--- src/design/gpc_pkg.sv ---
// ----------------------------------------------------------------------------
// gpc_pkg: gear position classifier shared definitions
// Constants, field types and the lane control bundle.
// ----------------------------------------------------------------------------
`default_nettype none

package gpc_pkg;

  localparam int NUM_GEARS       = 8;
  localparam int NUM_AXES        = 3;
  localparam int CAPTURE_SAMPLES = 5;

  localparam int AXIS_W      = 16;
  localparam int TOL_W       = 10;
  localparam int GEAR_OUT_W  = 3;
  localparam int FRAME_OUT_W = 4;

  localparam int GEAR_W  = $clog2(NUM_GEARS);
  localparam int FRAME_W = $clog2(NUM_GEARS + 1);
  localparam int CAP_W   = $clog2(CAPTURE_SAMPLES + 1);

  localparam logic [FRAME_W-1:0] DISPLAY_FRAME = FRAME_W'(NUM_GEARS);
  localparam logic [TOL_W-1:0]   TOL_RESET     = TOL_W'(50);

  typedef logic signed [AXIS_W-1:0] axis_t;
  typedef logic [TOL_W-1:0]         tol_t;
  typedef logic [GEAR_OUT_W-1:0]    gear_t;
  typedef logic [FRAME_OUT_W-1:0]   frame_t;

  // unwritten table entries read as -1
  localparam axis_t REF_RESET = '1;

  typedef struct packed {
    logic              load;        // latch the new sample
    logic              capture;     // fold the sample into min/max
    logic              write;       // write midpoint, clear min/max
    logic              range_valid; // min/max already hold a sample
    logic              ref_valid;   // addressed entry has been written
    logic [GEAR_W-1:0] gear_idx;    // read / write address
  } lane_ctl_t;

endpackage

`default_nettype wire

--- src/design/gpc_if.sv ---
// ----------------------------------------------------------------------------
// gpc_in_if / gpc_out_if: item channels of the gear classifier
// Valid/ready channels carrying a sample item and a result item.
// ----------------------------------------------------------------------------
`default_nettype none

interface gpc_in_if;
  import gpc_pkg::*;

  logic  valid;
  logic  ready;
  axis_t sample_x;
  axis_t sample_y;
  axis_t sample_z;
  logic  sensor_ok;
  logic  key_down;

  modport source (output valid, sample_x, sample_y, sample_z, sensor_ok, key_down,
                  input ready);
  modport sink   (input valid, sample_x, sample_y, sample_z, sensor_ok, key_down,
                  output ready);
endinterface

interface gpc_out_if;
  import gpc_pkg::*;

  logic   valid;
  logic   ready;
  gear_t  gear;
  logic   gear_changed;
  frame_t frame;
  logic   capturing;
  logic   entry_written;
  logic   config_saved;

  modport source (output valid, gear, gear_changed, frame, capturing, entry_written,
                  config_saved, input ready);
  modport sink   (input valid, gear, gear_changed, frame, capturing, entry_written,
                  config_saved, output ready);
endinterface

`default_nettype wire

--- src/design/gpc_lane.sv ---
// ----------------------------------------------------------------------------
// gpc_lane: one axis lane
// Holds the axis column of the reference table, tests the sample against
// the addressed entry and tracks min/max while calibrating.
// ----------------------------------------------------------------------------
`default_nettype none

module gpc_lane (
  input  wire logic              clk,
  input  gpc_pkg::lane_ctl_t     ctl,
  input  gpc_pkg::axis_t         sample_in,
  input  gpc_pkg::tol_t          tol,
  output logic                   match
);
  import gpc_pkg::*;

  axis_t samp_r;
  axis_t min_r;
  axis_t max_r;
  axis_t ref_mem_r [NUM_GEARS];

  axis_t                   ref_rd;
  axis_t                   min_nxt;
  axis_t                   max_nxt;
  axis_t                   mid;
  logic signed [AXIS_W:0]  diff;
  logic [AXIS_W:0]         mag;
  logic [AXIS_W:0]         sum;
  logic [AXIS_W:0]         adj;

  always_comb begin
    ref_rd = ctl.ref_valid ? ref_mem_r[ctl.gear_idx] : REF_RESET;
    diff   = {ref_rd[AXIS_W-1], ref_rd} - {samp_r[AXIS_W-1], samp_r};
    mag    = diff[AXIS_W] ? (AXIS_W+1)'(-diff) : (AXIS_W+1)'(diff);
    match  = (mag <= (AXIS_W+1)'(tol));
  end

  always_comb begin
    min_nxt = (!ctl.range_valid || (samp_r < min_r)) ? samp_r : min_r;
    max_nxt = (!ctl.range_valid || (samp_r > max_r)) ? samp_r : max_r;
    sum     = {min_nxt[AXIS_W-1], min_nxt} + {max_nxt[AXIS_W-1], max_nxt};
    // halve toward zero: bump negative sums by one before the shift
    adj     = sum + {{AXIS_W{1'b0}}, sum[AXIS_W]};
    mid     = adj[AXIS_W:1];
  end

  always_ff @(posedge clk) begin
    if (ctl.load) begin
      samp_r <= sample_in;
    end
    if (ctl.capture) begin
      if (ctl.write) begin
        ref_mem_r[ctl.gear_idx] <= mid;
        min_r <= '0;
        max_r <= '0;
      end else begin
        min_r <= min_nxt;
        max_r <= max_nxt;
      end
    end
  end

endmodule

`default_nettype wire

--- src/design/gear_position_classifier_calibrator.sv ---
// ----------------------------------------------------------------------------
// gear_position_classifier_calibrator: magnetic gear classifier
// An accepted item runs the gear scan (display frames only), then the finish state,
//   which loads the result register; no new item is taken before that. The scan
//   tests one gear per cycle across all axis lanes, stopping at the first match.
// The result register lets a new item in while a result waits downstream.
// Reset (rst_n low, synchronous): display frame, tolerance 50, no capture,
//   all table entries read as -1 until calibrated.
// ----------------------------------------------------------------------------
`default_nettype none

module gear_position_classifier_calibrator (
  input  wire logic                clk,
  input  wire logic                rst_n,
  gpc_in_if.sink                   in_ch,
  gpc_out_if.source                out_ch,
  input  wire logic                cfg_we,
  input  wire gpc_pkg::tol_t       cfg_wdata
);
  import gpc_pkg::*;

  // sequencer states
  localparam logic [1:0] ST_IDLE = 2'd0;
  localparam logic [1:0] ST_SCAN = 2'd1;
  localparam logic [1:0] ST_FIN  = 2'd2;

  logic [1:0]         state_r, state_nxt;
  logic [GEAR_W-1:0]  gidx_r, gidx_nxt;     // gear under test
  logic [GEAR_W-1:0]  res_gear_r, res_gear_nxt;
  logic               key_r;
  tol_t               tol_r;

  // block state
  logic [FRAME_W-1:0] frame_r, frame_nxt;
  logic [FRAME_W-1:0] pend_frame_r, pend_frame_nxt;
  logic               pend_valid_r, pend_valid_nxt;
  logic [GEAR_W-1:0]  last_gear_r, last_gear_nxt;
  logic               lg_valid_r, lg_valid_nxt;
  logic [CAP_W-1:0]   cap_cnt_r, cap_cnt_nxt;
  logic               range_valid_r, range_valid_nxt;
  logic [NUM_GEARS-1:0] ref_vld_r, ref_vld_nxt;

  // result register
  logic               out_valid_r;
  gear_t              out_gear_r;
  logic               out_changed_r, changed;
  frame_t             out_frame_r;
  logic               out_capt_r, capt;
  logic               out_written_r, written;
  logic               out_saved_r, saved;

  logic               in_acc;
  logic               fin_go;
  logic               took;
  logic               all_match;
  lane_ctl_t          lane_ctl;
  axis_t              lane_samp [NUM_AXES];
  logic [NUM_AXES-1:0] lane_match;

  assign in_ch.ready = (state_r == ST_IDLE);
  assign in_acc      = in_ch.valid && in_ch.ready;
  assign fin_go      = (state_r == ST_FIN) && (!out_valid_r || out_ch.ready);
  assign took        = (cap_cnt_r != '0);
  assign all_match   = &lane_match;

  // ---- axis lanes ----------------------------------------------------------
  always_comb begin
    lane_ctl.load        = in_acc;
    lane_ctl.capture     = fin_go && took;
    lane_ctl.write       = fin_go && (cap_cnt_r == CAP_W'(1));
    lane_ctl.range_valid = range_valid_r;
    // scan reads the gear under test; capture writes the current frame
    lane_ctl.gear_idx    = (state_r == ST_SCAN) ? gidx_r : frame_r[GEAR_W-1:0];
    lane_ctl.ref_valid   = ref_vld_r[lane_ctl.gear_idx];
  end

  for (genvar a = 0; a < NUM_AXES; a++) begin : g_lane
    if (a == 0) begin : g_x
      assign lane_samp[a] = in_ch.sample_x;
    end else if (a == 1) begin : g_y
      assign lane_samp[a] = in_ch.sample_y;
    end else if (a == 2) begin : g_z
      assign lane_samp[a] = in_ch.sample_z;
    end else begin : g_zero
      // axes past the third see a zero sample
      assign lane_samp[a] = '0;
    end

    gpc_lane u_lane (
      .clk       (clk),
      .ctl       (lane_ctl),
      .sample_in (lane_samp[a]),
      .tol       (tol_r),
      .match     (lane_match[a])
    );
  end

  // ---- sequencer and merge -------------------------------------------------
  always_comb begin
    state_nxt    = state_r;
    gidx_nxt     = gidx_r;
    res_gear_nxt = res_gear_r;
    unique case (state_r)
      ST_IDLE: begin
        if (in_acc) begin
          gidx_nxt     = GEAR_W'(1);
          res_gear_nxt = '0;
          // classify only in display, outside capture, on a good read
          if (!took && (frame_r == DISPLAY_FRAME) && in_ch.sensor_ok) begin
            state_nxt = ST_SCAN;
          end else begin
            state_nxt = ST_FIN;
          end
        end
      end
      ST_SCAN: begin
        if (all_match) begin
          res_gear_nxt = gidx_r;
          state_nxt    = ST_FIN;
        end else if (gidx_r == GEAR_W'(NUM_GEARS - 1)) begin
          state_nxt = ST_FIN;
        end else begin
          gidx_nxt = gidx_r + GEAR_W'(1);
        end
      end
      ST_FIN: begin
        if (fin_go) begin
          state_nxt = ST_IDLE;
        end
      end
      default: begin
        state_nxt = ST_IDLE;
      end
    endcase
  end

  // ---- state update at item end --------------------------------------------
  always_comb begin
    frame_nxt       = frame_r;
    pend_frame_nxt  = pend_frame_r;
    pend_valid_nxt  = pend_valid_r;
    last_gear_nxt   = last_gear_r;
    lg_valid_nxt    = lg_valid_r;
    cap_cnt_nxt     = cap_cnt_r;
    range_valid_nxt = range_valid_r;
    ref_vld_nxt     = ref_vld_r;
    changed         = 1'b0;
    written         = 1'b0;
    saved           = 1'b0;
    if (took) begin
      // calibration sample; key is ignored until the capture ends
      range_valid_nxt = 1'b1;
      cap_cnt_nxt     = cap_cnt_r - CAP_W'(1);
      if (cap_cnt_r == CAP_W'(1)) begin
        ref_vld_nxt[frame_r[GEAR_W-1:0]] = 1'b1;
        range_valid_nxt = 1'b0;
        written         = 1'b1;
        frame_nxt       = pend_frame_r;
        pend_valid_nxt  = 1'b0;
        saved           = (pend_frame_r == DISPLAY_FRAME);
      end
    end else begin
      if (frame_r == DISPLAY_FRAME) begin
        changed       = !lg_valid_r || (res_gear_r != last_gear_r);
        last_gear_nxt = res_gear_r;
        lg_valid_nxt  = 1'b1;
      end
      if (key_r) begin
        pend_frame_nxt = (frame_r != DISPLAY_FRAME) ? frame_r + FRAME_W'(1) : '0;
        pend_valid_nxt = 1'b1;
      end else if (pend_valid_r) begin
        if (frame_r != DISPLAY_FRAME) begin
          cap_cnt_nxt     = CAP_W'(CAPTURE_SAMPLES);
          range_valid_nxt = 1'b0;
        end else begin
          frame_nxt      = pend_frame_r;
          pend_valid_nxt = 1'b0;
          saved          = (pend_frame_r == DISPLAY_FRAME);
        end
      end
    end
    capt = took || (cap_cnt_nxt != '0);
  end

  always_ff @(posedge clk) begin
    if (!rst_n) begin
      state_r       <= ST_IDLE;
      tol_r         <= TOL_RESET;
      frame_r       <= DISPLAY_FRAME;
      pend_frame_r  <= '0;
      pend_valid_r  <= 1'b0;
      last_gear_r   <= '0;
      lg_valid_r    <= 1'b0;
      cap_cnt_r     <= '0;
      range_valid_r <= 1'b0;
      ref_vld_r     <= '0;
      out_valid_r   <= 1'b0;
    end else begin
      state_r <= state_nxt;
      if (cfg_we) begin
        tol_r <= cfg_wdata;
      end
      if (fin_go) begin
        frame_r       <= frame_nxt;
        pend_frame_r  <= pend_frame_nxt;
        pend_valid_r  <= pend_valid_nxt;
        last_gear_r   <= last_gear_nxt;
        lg_valid_r    <= lg_valid_nxt;
        cap_cnt_r     <= cap_cnt_nxt;
        range_valid_r <= range_valid_nxt;
        ref_vld_r     <= ref_vld_nxt;
        out_valid_r   <= 1'b1;
      end else if (out_ch.ready) begin
        out_valid_r <= 1'b0;
      end
    end
  end

  // payload registers
  always_ff @(posedge clk) begin
    gidx_r     <= gidx_nxt;
    res_gear_r <= res_gear_nxt;
    if (in_acc) begin
      key_r <= in_ch.key_down;
    end
    if (fin_go) begin
      out_gear_r    <= GEAR_OUT_W'(last_gear_nxt);
      out_changed_r <= changed;
      out_frame_r   <= FRAME_OUT_W'(frame_nxt);
      out_capt_r    <= capt;
      out_written_r <= written;
      out_saved_r   <= saved;
    end
  end

  assign out_ch.valid         = out_valid_r;
  assign out_ch.gear          = out_gear_r;
  assign out_ch.gear_changed  = out_changed_r;
  assign out_ch.frame         = out_frame_r;
  assign out_ch.capturing     = out_capt_r;
  assign out_ch.entry_written = out_written_r;
  assign out_ch.config_saved  = out_saved_r;

  // ---- checks --------------------------------------------------------------
  a_cap_range: assert property (@(posedge clk) disable iff (!rst_n)
    cap_cnt_r <= CAP_W'(CAPTURE_SAMPLES))
    else $error("capture count out of range");

  a_cap_frame: assert property (@(posedge clk) disable iff (!rst_n)
    (cap_cnt_r != '0) |-> (frame_r != DISPLAY_FRAME) && pend_valid_r)
    else $error("capture running outside a calibration frame");

  a_frame_range: assert property (@(posedge clk) disable iff (!rst_n)
    frame_r <= DISPLAY_FRAME)
    else $error("frame beyond display");

  a_out_from_fin: assert property (@(posedge clk) disable iff (!rst_n)
    $rose(out_valid_r) |-> $past(state_r == ST_FIN))
    else $error("result raised outside item end");

  a_saved_display: assert property (@(posedge clk) disable iff (!rst_n)
    (out_valid_r && out_saved_r) |-> (out_frame_r == FRAME_OUT_W'(NUM_GEARS)))
    else $error("save flagged outside display");

endmodule

`default_nettype wire
--- src/flat_wrapper.sv ---
// flat-port wrapper written by rule: the top's interface ports become plain ports
module gear_position_classifier_calibrator_flat import gpc_pkg::*;
  (clk, rst_n, cfg_we, cfg_wdata, in_ch_valid, in_ch_sample_x, in_ch_sample_y, in_ch_sample_z, in_ch_sensor_ok, in_ch_key_down, in_ch_ready, out_ch_valid, out_ch_gear, out_ch_gear_changed, out_ch_frame, out_ch_capturing, out_ch_entry_written, out_ch_config_saved, out_ch_ready);
  gpc_in_if in_ch_i ();
  gpc_out_if out_ch_i ();
  input  wire logic clk;
  input  wire logic rst_n;
  input  wire logic cfg_we;
  input  wire gpc_pkg::tol_t cfg_wdata;
  input wire logic [$bits(in_ch_i.valid)-1:0] in_ch_valid;
  input wire logic [$bits(in_ch_i.sample_x)-1:0] in_ch_sample_x;
  input wire logic [$bits(in_ch_i.sample_y)-1:0] in_ch_sample_y;
  input wire logic [$bits(in_ch_i.sample_z)-1:0] in_ch_sample_z;
  input wire logic [$bits(in_ch_i.sensor_ok)-1:0] in_ch_sensor_ok;
  input wire logic [$bits(in_ch_i.key_down)-1:0] in_ch_key_down;
  output wire logic [$bits(in_ch_i.ready)-1:0] in_ch_ready;
  output wire logic [$bits(out_ch_i.valid)-1:0] out_ch_valid;
  output wire logic [$bits(out_ch_i.gear)-1:0] out_ch_gear;
  output wire logic [$bits(out_ch_i.gear_changed)-1:0] out_ch_gear_changed;
  output wire logic [$bits(out_ch_i.frame)-1:0] out_ch_frame;
  output wire logic [$bits(out_ch_i.capturing)-1:0] out_ch_capturing;
  output wire logic [$bits(out_ch_i.entry_written)-1:0] out_ch_entry_written;
  output wire logic [$bits(out_ch_i.config_saved)-1:0] out_ch_config_saved;
  input wire logic [$bits(out_ch_i.ready)-1:0] out_ch_ready;
  assign in_ch_i.valid = in_ch_valid;
  assign in_ch_i.sample_x = in_ch_sample_x;
  assign in_ch_i.sample_y = in_ch_sample_y;
  assign in_ch_i.sample_z = in_ch_sample_z;
  assign in_ch_i.sensor_ok = in_ch_sensor_ok;
  assign in_ch_i.key_down = in_ch_key_down;
  assign in_ch_ready = in_ch_i.ready;
  assign out_ch_valid = out_ch_i.valid;
  assign out_ch_gear = out_ch_i.gear;
  assign out_ch_gear_changed = out_ch_i.gear_changed;
  assign out_ch_frame = out_ch_i.frame;
  assign out_ch_capturing = out_ch_i.capturing;
  assign out_ch_entry_written = out_ch_i.entry_written;
  assign out_ch_config_saved = out_ch_i.config_saved;
  assign out_ch_i.ready = out_ch_ready;
  gear_position_classifier_calibrator u_core (.clk(clk), .rst_n(rst_n), .in_ch(in_ch_i), .out_ch(out_ch_i), .cfg_we(cfg_we), .cfg_wdata(cfg_wdata));
endmodule
--- config.mk ---
export PLATFORM = sky130hd
export DESIGN_NAME = gear_position_classifier_calibrator_flat
export DESIGN_NICKNAME = d
export VERILOG_FILES = /design/src/design/gpc_pkg.sv /design/src/design/gpc_if.sv /design/src/design/gpc_lane.sv /design/src/design/gear_position_classifier_calibrator.sv /design/src/flat_wrapper.sv
export SDC_FILE = /design/constraint.sdc
export NUM_CORES = 1
export LEC_CHECK = 0
export ABC_AREA = 1
export BUFFER_PORTS_ARGS = -buffer_cell sky130_fd_sc_hd__buf_2
export CORE_ASPECT_RATIO = 0.8
export CORE_MARGIN = 1.5
export CORE_UTILIZATION = 52
export CTS_CLUSTER_SIZE = 10
export DETAILED_ROUTE_END_ITERATION = 7
export GPL_TIMING_DRIVEN = 0
export PLACE_DENSITY = 0.64
export SLEW_MARGIN = 0
export SYNTH_ARGS = -nofsm -noshare
export SYNTH_HDL_FRONTEND = slang
export SYNTH_SLANG_ARGS = --single-unit
--- constraint.sdc ---
create_clock -name clk -period 9.18 [get_ports clk]
set_input_delay 0.918 -clock clk [delete_from_list [all_inputs] [get_ports clk]]
set_output_delay 0.918 -clock clk [all_outputs]
set_load 0.01 [all_outputs]
# [Yosys cells after proc, flatten, opt, wreduce, memory -nomap -nowiden]
# Memories as Yosys holds them, arrays and structs flattened.
# Index checks and enable logic that the tools add are counted.
[totals] reg_bits=200 ramBits=384 inputBits=65 out_inout_bits=13 word_cells=178 n_memories=3
[mem_list] name="u_core.g_lane[0].u_lane.ref_mem_r" words=8 word_bits=16 rd=1 rd_clocked_by_memory_dff=0 write_ports=1 line_no="gpc_lane.sv:20" rtl="axis_t ref_mem_r [NUM_GEARS];"
[mem_list] name="u_core.g_lane[1].u_lane.ref_mem_r" words=8 word_bits=16 rd=1 rd_clocked_by_memory_dff=0 write_ports=1 line_no="gpc_lane.sv:20"
[mem_list] name="u_core.g_lane[2].u_lane.ref_mem_r" words=8 word_bits=16 rd=1 rd_clocked_by_memory_dff=0 write_ports=1 line_no="gpc_lane.sv:20"
[classes] addsub=15 n_lt_le_gt_ge=12 eq_ne=16 n_mux=63 bitwise=3 reduce_logical=37
[op_table] cell="$mux 16" n=9
[op_table] cell="$add 16x16->17" n=3
[op_table] cell="$add 17x1->17" n=3
[op_table] cell="$le 17x10->1" n=3
[op_table] cell="$mux 17" n=3
[op_table] cell="$neg 17->17" n=3
[op_table] cell="$sub 16x16->17" n=3
[op_table] cell="$gt 16x16->1" n=3
[op_table] cell="$lt 16x16->1" n=3
[op_table] cell="$mux 3" n=12
[op_table] cell="$mux 4" n=6
[op_table] cell="$mux 1" n=23
[op_table] cell="$reduce_and 3->1" n=6
[op_table] cell="$pmux 3 s2" n=2
[op_table] cell="$mux 2" n=5
[op_table] cell="$ne 2x2->1 const B" n=5
[op_table] cell="$logic_or 1x1->1" n=9
[op_table] cell="$eq 4x4->1 const B" n=2
[op_table] cell="$lt 3x4->1 const B" n=2
[op_table] cell="$or 8x8->8" n=1
[op_table] cell="$reduce_and 4->1" n=2
[op_table] cell="$reduce_bool 2->1" n=4
[op_table] cell="$logic_and 1x1->1" n=7
[op_table] cell="$pmux 2 s3" n=1
[op_table] cell="20 further kinds" n=26

# [Longest topological paths before layout]
[depth] ltp_word=12 mapped_depth=48

# [Modules after synthesis]
# A second synthesis with hierarchy kept.
[hier_totals] hier_cells=3900 area_unflattened_um2=34737.1
[by_module_without_submodules] mod="gpc_lane (u_core.g_lane[2].u_lane)" instances=1 cells_each=1189 area_each_um2=10752.8 seq_area_each_um2=5285.1
[by_module_without_submodules] mod="gpc_lane (u_core.g_lane[0].u_lane)" instances=1 cells_each=1194 area_each_um2=10712.8 seq_area_each_um2=5285.1
[by_module_without_submodules] mod="gpc_lane (u_core.g_lane[1].u_lane)" instances=1 cells_each=1178 area_each_um2=10580.1 seq_area_each_um2=5285.1
[by_module_without_submodules] mod="gear_position_classifier_calibrator" instances=1 cells_each=339 area_each_um2=2691.3 seq_area_each_um2=1301.2

# [Least setup slack after synthesis]
# No wires, ideal clock.
[synth_timing] path_kind="input -> register" startpoint="in out_ch_ready" endpoint="mem u_core.g_lane[0].u_lane.ref_mem_r[1][0] (netlist bit) (enable)" t_arrival_ns=6.803 required_time_ns=8.607 path_slack_ns=1.805 cell_stages=7 path_buffers=1 path_cell_list="nor2_1 -> nor2_1 -> inv_1 -> nor2_1 -> inv_1 -> clkbuf_1 -> nor4_1"
[synth_between] elab_chain_len=6
[synth_rtl] element="start, declared" line_no="flat_wrapper.sv:24" rtl="input wire logic [$bits(out_ch_i.ready)-1:0] out_ch_ready;"
[synth_rtl] element="$logic_or 1x1->1 *" line_no="gear_position_classifier_calibrator.sv:62" rtl="assign fin_go = (state_r == ST_FIN) && (!out_valid_r || out_ch.ready);"
[synth_rtl] element="$logic_and 1x1->1 *" line_no="gear_position_classifier_calibrator.sv:62"
[synth_rtl] element="named net u_core.fin_go" line_no="gear_position_classifier_calibrator.sv:53" rtl="logic fin_go;"
[synth_rtl] element="$logic_and 1x1->1" line_no="gear_position_classifier_calibrator.sv:70" rtl="lane_ctl.write = fin_go && (cap_cnt_r == CAP_W'(1));"
[synth_rtl] element="$mux 1" line_no="gpc_lane.sv:52" rtl="if (ctl.write) begin"
[synth_rtl] element="$mux 1 *" line_no="gpc_lane.sv:51" rtl="if (ctl.capture) begin"
[synth_rtl] element="$mux 1 (implied by the code) *" line_no="gpc_lane.sv:53" rtl="ref_mem_r[ctl.gear_idx] <= mid;"
[synth_rtl] element="end, declared" line_no="gpc_lane.sv:20"
# Mark *: on every way through the listed nets, which the timed path passes. The rest lies on a longest branch.

# [Final worst setup path]
[layout_timing] startpoint="reg u_core.state_r[0]" endpoint="reg u_core.res_gear_r[2] (enable)"
[layout_between] elab_chain_len=12
[layout_rtl] element="start, declared" line_no="gear_position_classifier_calibrator.sv:27" rtl="logic [1:0] state_r, state_nxt;"
[layout_rtl] element="start signal, assigned" line_no="gear_position_classifier_calibrator.sv:199" rtl="state_r <= state_nxt;"
[layout_rtl] element="$eq 2x1->1" line_no="gear_position_classifier_calibrator.sv:73, gear_position_classifier_calibrator.sv:103"
[layout_rtl] element="$mux 3" line_no="gear_position_classifier_calibrator.sv:73" rtl="lane_ctl.gear_idx = (state_r == ST_SCAN) ? gidx_r : frame_r[GEAR_W-1:0];"
[layout_rtl] element="$bmux 1 s3" line_no="gear_position_classifier_calibrator.sv:74" rtl="lane_ctl.ref_valid = ref_vld_r[lane_ctl.gear_idx];"
[layout_rtl] element="$mux 1 (implied by the code)" line_no="gear_position_classifier_calibrator.sv:74"
[layout_rtl] element="$mux 16" line_no="gpc_lane.sv:32" rtl="ref_rd = ctl.ref_valid ? ref_mem_r[ctl.gear_idx] : REF_RESET;"
[layout_rtl] element="$sub 16x16->17" line_no="gpc_lane.sv:33" rtl="diff = {ref_rd[AXIS_W-1], ref_rd} - {samp_r[AXIS_W-1], samp_r};"
[layout_rtl] element="$neg 17->17" line_no="gpc_lane.sv:34" rtl="mag = diff[AXIS_W] ? (AXIS_W+1)'(-diff) : (AXIS_W+1)'(diff);"
[layout_rtl] element="$mux 17" line_no="gpc_lane.sv:34"
[layout_rtl] element="$le 17x10->1" line_no="gpc_lane.sv:35" rtl="match = (mag <= (AXIS_W+1)'(tol));"
[layout_rtl] element="$reduce_and 3->1" line_no="gear_position_classifier_calibrator.sv:64" rtl="assign all_match = &lane_match;"
[layout_rtl] element="$ne 2x1->1 (no source line)"
[layout_rtl] element="$reduce_and 3->1 (no source line) *"
[layout_rtl] element="end signal, assigned" line_no="gear_position_classifier_calibrator.sv:222" rtl="res_gear_r <= res_gear_nxt;"
[layout_rtl] element="end, declared" line_no="gear_position_classifier_calibrator.sv:29" rtl="logic [GEAR_W-1:0] res_gear_r, res_gear_nxt;"
# Mark *: on every way between the ends. The rest lies on a longest branch, timed or not. The select of a mux whose other input is x is not followed.
# A chain may end at the register's enable or synchronous reset.

==> metrics <==
Clock Path Buffers=3; max-slew violation count=0; layout cells sized above 1=under 10%; Post-DRT Antenna Nets=0; Final Skew=between 0.02 and 0.025 ns; CP Capture Type=register; placed instance area=~35000 um^2; gr usage total=29.6%; type of the worst min-delay path=in2reg; Final #Nets=between 3000 and 4000; max frequency=roughly 0.12 GHz; Synth Cell Area=approximately 33000 um^2; Rows=82; Worst-Skew Late Latency=roughly 0.63 ns; postcts setup bufs=0; Period minus WS final=between 8 and 9 ns; peak supply drop=roughly 0.32 mV; hold depth=1; CTS tree=yes; Critical Path Max Stage Delay=around 0.88 ns; Post-synth EDFFs=roughly 550; Pwr Density=322 nW/um^2; io pins=78; Post-CTS Hold Fix Bufs=0; Slew headroom=between 8 and 9%; Most used DFF post-synth=edfxtp_1; routability cong.=approximately 0.93; critical path arrival=around 8.5 ns; LEAKAGE=approximately 16 nW; wire per inst=21.4 um; TritonCTS Buffers=71; initial core utilization=between 50 and 60%; DIE HEIGHT=between 200 and 250 um; Residual DRC=0; fin area=about 37000 um^2; R2R Setup Slk=between 0.9 and 1 ns; first-pass GRT wire length=between 100000 and 150000 um; gr ovfl total=0; most frequent cells in the layout=nand2_1, edfxtp_1, inv_1, nor2_1, ha_1; Max-Cap Viols=0; FF-to-FF Start=u_core.state_r[0]; Synth top area share=between 40% and 50%; vias in the first global route=between 20000 and 25000; Sink Count=approximately 580; most used cell, CP=nand2_1; maximum fanout along the worst path=10; highest-delay cell along the critical path=clkbuf_1; Synth Warn #=0; Min Hold Slack=between 0.4 and 0.5 ns; Hold EP=u_core.g_lane[0].u_lane.samp_r[7]; synth-to-layout area growth=12.4%; initial antenna violation count=1; final hold vios=0; Slew @ Worst Pin=1.38 ns; final setup margin=around 0.93 ns; initial drt markers=3128; Setup CP Type=reg2reg; total number of vias=25500; Die X=~280 um; Netlist cell types=63; FFs w/ async S/R, synth=0%; Area contributors post-synth=edfxtp_1, ha_1, nand2_1, inv_1, nor2_1; final setup vio count=0; sequential area share after synthesis=between 50% and 60%; antenna cells=0; commonest non-fill, non-tap cell in the layout=nand2_1; worst path bufs/invs=8; period utilization=between 80% and 90%; hold path start=in_ch_sample_x[7]; die area=roughly 65000 um^2; Total Neg Setup Slack=0 ns; PortBufs=77; Reg clk slew, reported paths=roughly 0.060 ns; H-tree depth reported by CTS=3; status=finished clean; fillcell total=between 5000 and 6000; largest net degree at the start of global routing=33; CTS Root Buffer Type=clkbuf_16; Post-DP HPWL=between 70000 and 80000 um; Critical Path Start Type=register; DRT Pass-1 Iters=6; Via density=~5.7; reg-to-reg endpoint=u_core.res_gear_r[2]; RSZ-0062 raised after global routing=false; Placement Setup Slack=between 1 and 1.5 ns; CP top delay family=simple AND/OR/NAND/NOR gates; Worst R2R Path Depth=38; core area=62500 um^2; WP data required=around 9.4 ns; FF+latch count, synth=roughly 580; Post-Syn Instances=between 3000 and 4000; Post-Syn Area per Cell=slightly below 10 um^2; Synth area leader=edfxtp_1; DRT Wirelength=between 90000 and 100000 um; Post-CTS Resized=0; synthesized net count=between 3000 and 4000
## layer usage
metal	vias to the layer above	GRT usage (%)	wire length, um
li1	12100	-	-
met1	12200	44.3	44300
met2	1073	44.3	40400
met3	151	5.00	8450
met4	0	8.30	2550
met5	-	0	0
## logic make-up (layout without fill, tap and decap cells)
family / after synthesis / count (layout) / synth area share (%)
AO/OA/AOI/OAI: 530 / 530 / 10.5
XOR/XNOR: 115 / 115 / 3.12
AND/OR/NAND/NOR: 1334 / 1334 / 17.7
flip-flops: 584 / 584 / 52.3
adder cells (fa/ha/maj): 238 / 238 / 9.22
buffers and inverters: 609 / 823 / 7.15
## stage by stage
stage / cells / util, % / total power, mW
5_1_grt: 4464 / 59.0 / 12.5
4_1_cts: 4464 / 59.0 / 11.8
2_1_floorplan: 3410 / - / 7.46
3_3_place_gp: 4327 / 54.8 / 9.00
6_report: 4464 / 59.0 / 11.9
3_5_place_dp: 4352 / 55.6 / 9.18
## layout make-up
class                   instances  area [um^2]  share of cell area, %
plain buffers                  85          379                   1.03
clock buffers                  97         1900                   5.14
clock inverters                15          203                  0.550
inverters                     524         1970                   5.34
multi-input cells            2217        13400                   36.3
flip-flops and latches        584        17200                   46.6
well taps                     840         1050                   2.85
repair buffers                102          826                   2.24
## flip-flops by register name, indices dropped and copies added (netlist names), 2 cells and up
register,cells
u_core.state_r,2
u_core.pend_frame_r,4
u_core.tol_r,10
u_core.res_gear_r,3
u_core.ref_vld_r,8
u_core.g_lane.u_lane.max_r,48
u_core.g_lane.u_lane.ref_mem_r,384
u_core.g_lane.u_lane.samp_r,48
u_core.last_gear_r,3
u_core.gidx_r,3
u_core.out_ch.gear,3
u_core.out_ch.frame,4
u_core.cap_cnt_r,3
u_core.frame_r,4
u_core.g_lane.u_lane.min_r,48
## Yosys cell counts, types with 3 or more instances
library cell,number
o21bai_1,5
nand2_2,20
o21a_1,10
nand4_1,78
edfxtp_1,546
a21oi_1,147
o211ai_1,8
o31ai_1,3
clkbuf_1,51
buf_6,3
xnor2_1,43
a221oi_1,45
xor2_1,70
o2111ai_1,3
inv_2,10
inv_1,512
a21o_1,6
or2_2,5
o21ai_1,9
a21boi_0,3
a22o_1,33
a22oi_1,101
nand2_1,693
ha_1,232
nand3_2,9
a211oi_1,8
a31oi_1,4
buf_1,3
nor2_2,15
dfxtp_1,38
nand3b_1,14
o21ai_0,123
fa_1,6
nand3_1,155
nor4_1,5
nor3_2,11
o21ai_2,5
a21oi_2,4
buf_2,27
nor2_1,293
nor3_1,22
## power by group
part	total (mW)	internal (mW)	switching, mW
sequential	3.90	3.80	0.105
combinational	5.36	1.53	3.83
clock	2.60	1.48	1.12
total	11.9	6.81	5.05
## worst max-delay path by stage
stage / from / to / slack, ns / cells after the start
after global placement: out_ch_ready / u_core.g_lane[2].u_lane.ref_mem_r[1][8] / -3.37 / 8
after global routing: u_core.state_r[0] / u_core.res_gear_r[2] / 0.50 / 38
after CTS: u_core.state_r[0] / u_core.res_gear_r[2] / 1.17 / 41
final: u_core.state_r[0] / u_core.res_gear_r[2] / 0.93 / 38
after detailed placement: u_core.state_r[0] / u_core.res_gear_r[1] / 1.24 / 40
after floorplan: out_ch_ready / u_core.g_lane[0].u_lane.ref_mem_r[1][0] / 1.80 / 7
(Power assumes the default switching activity.)
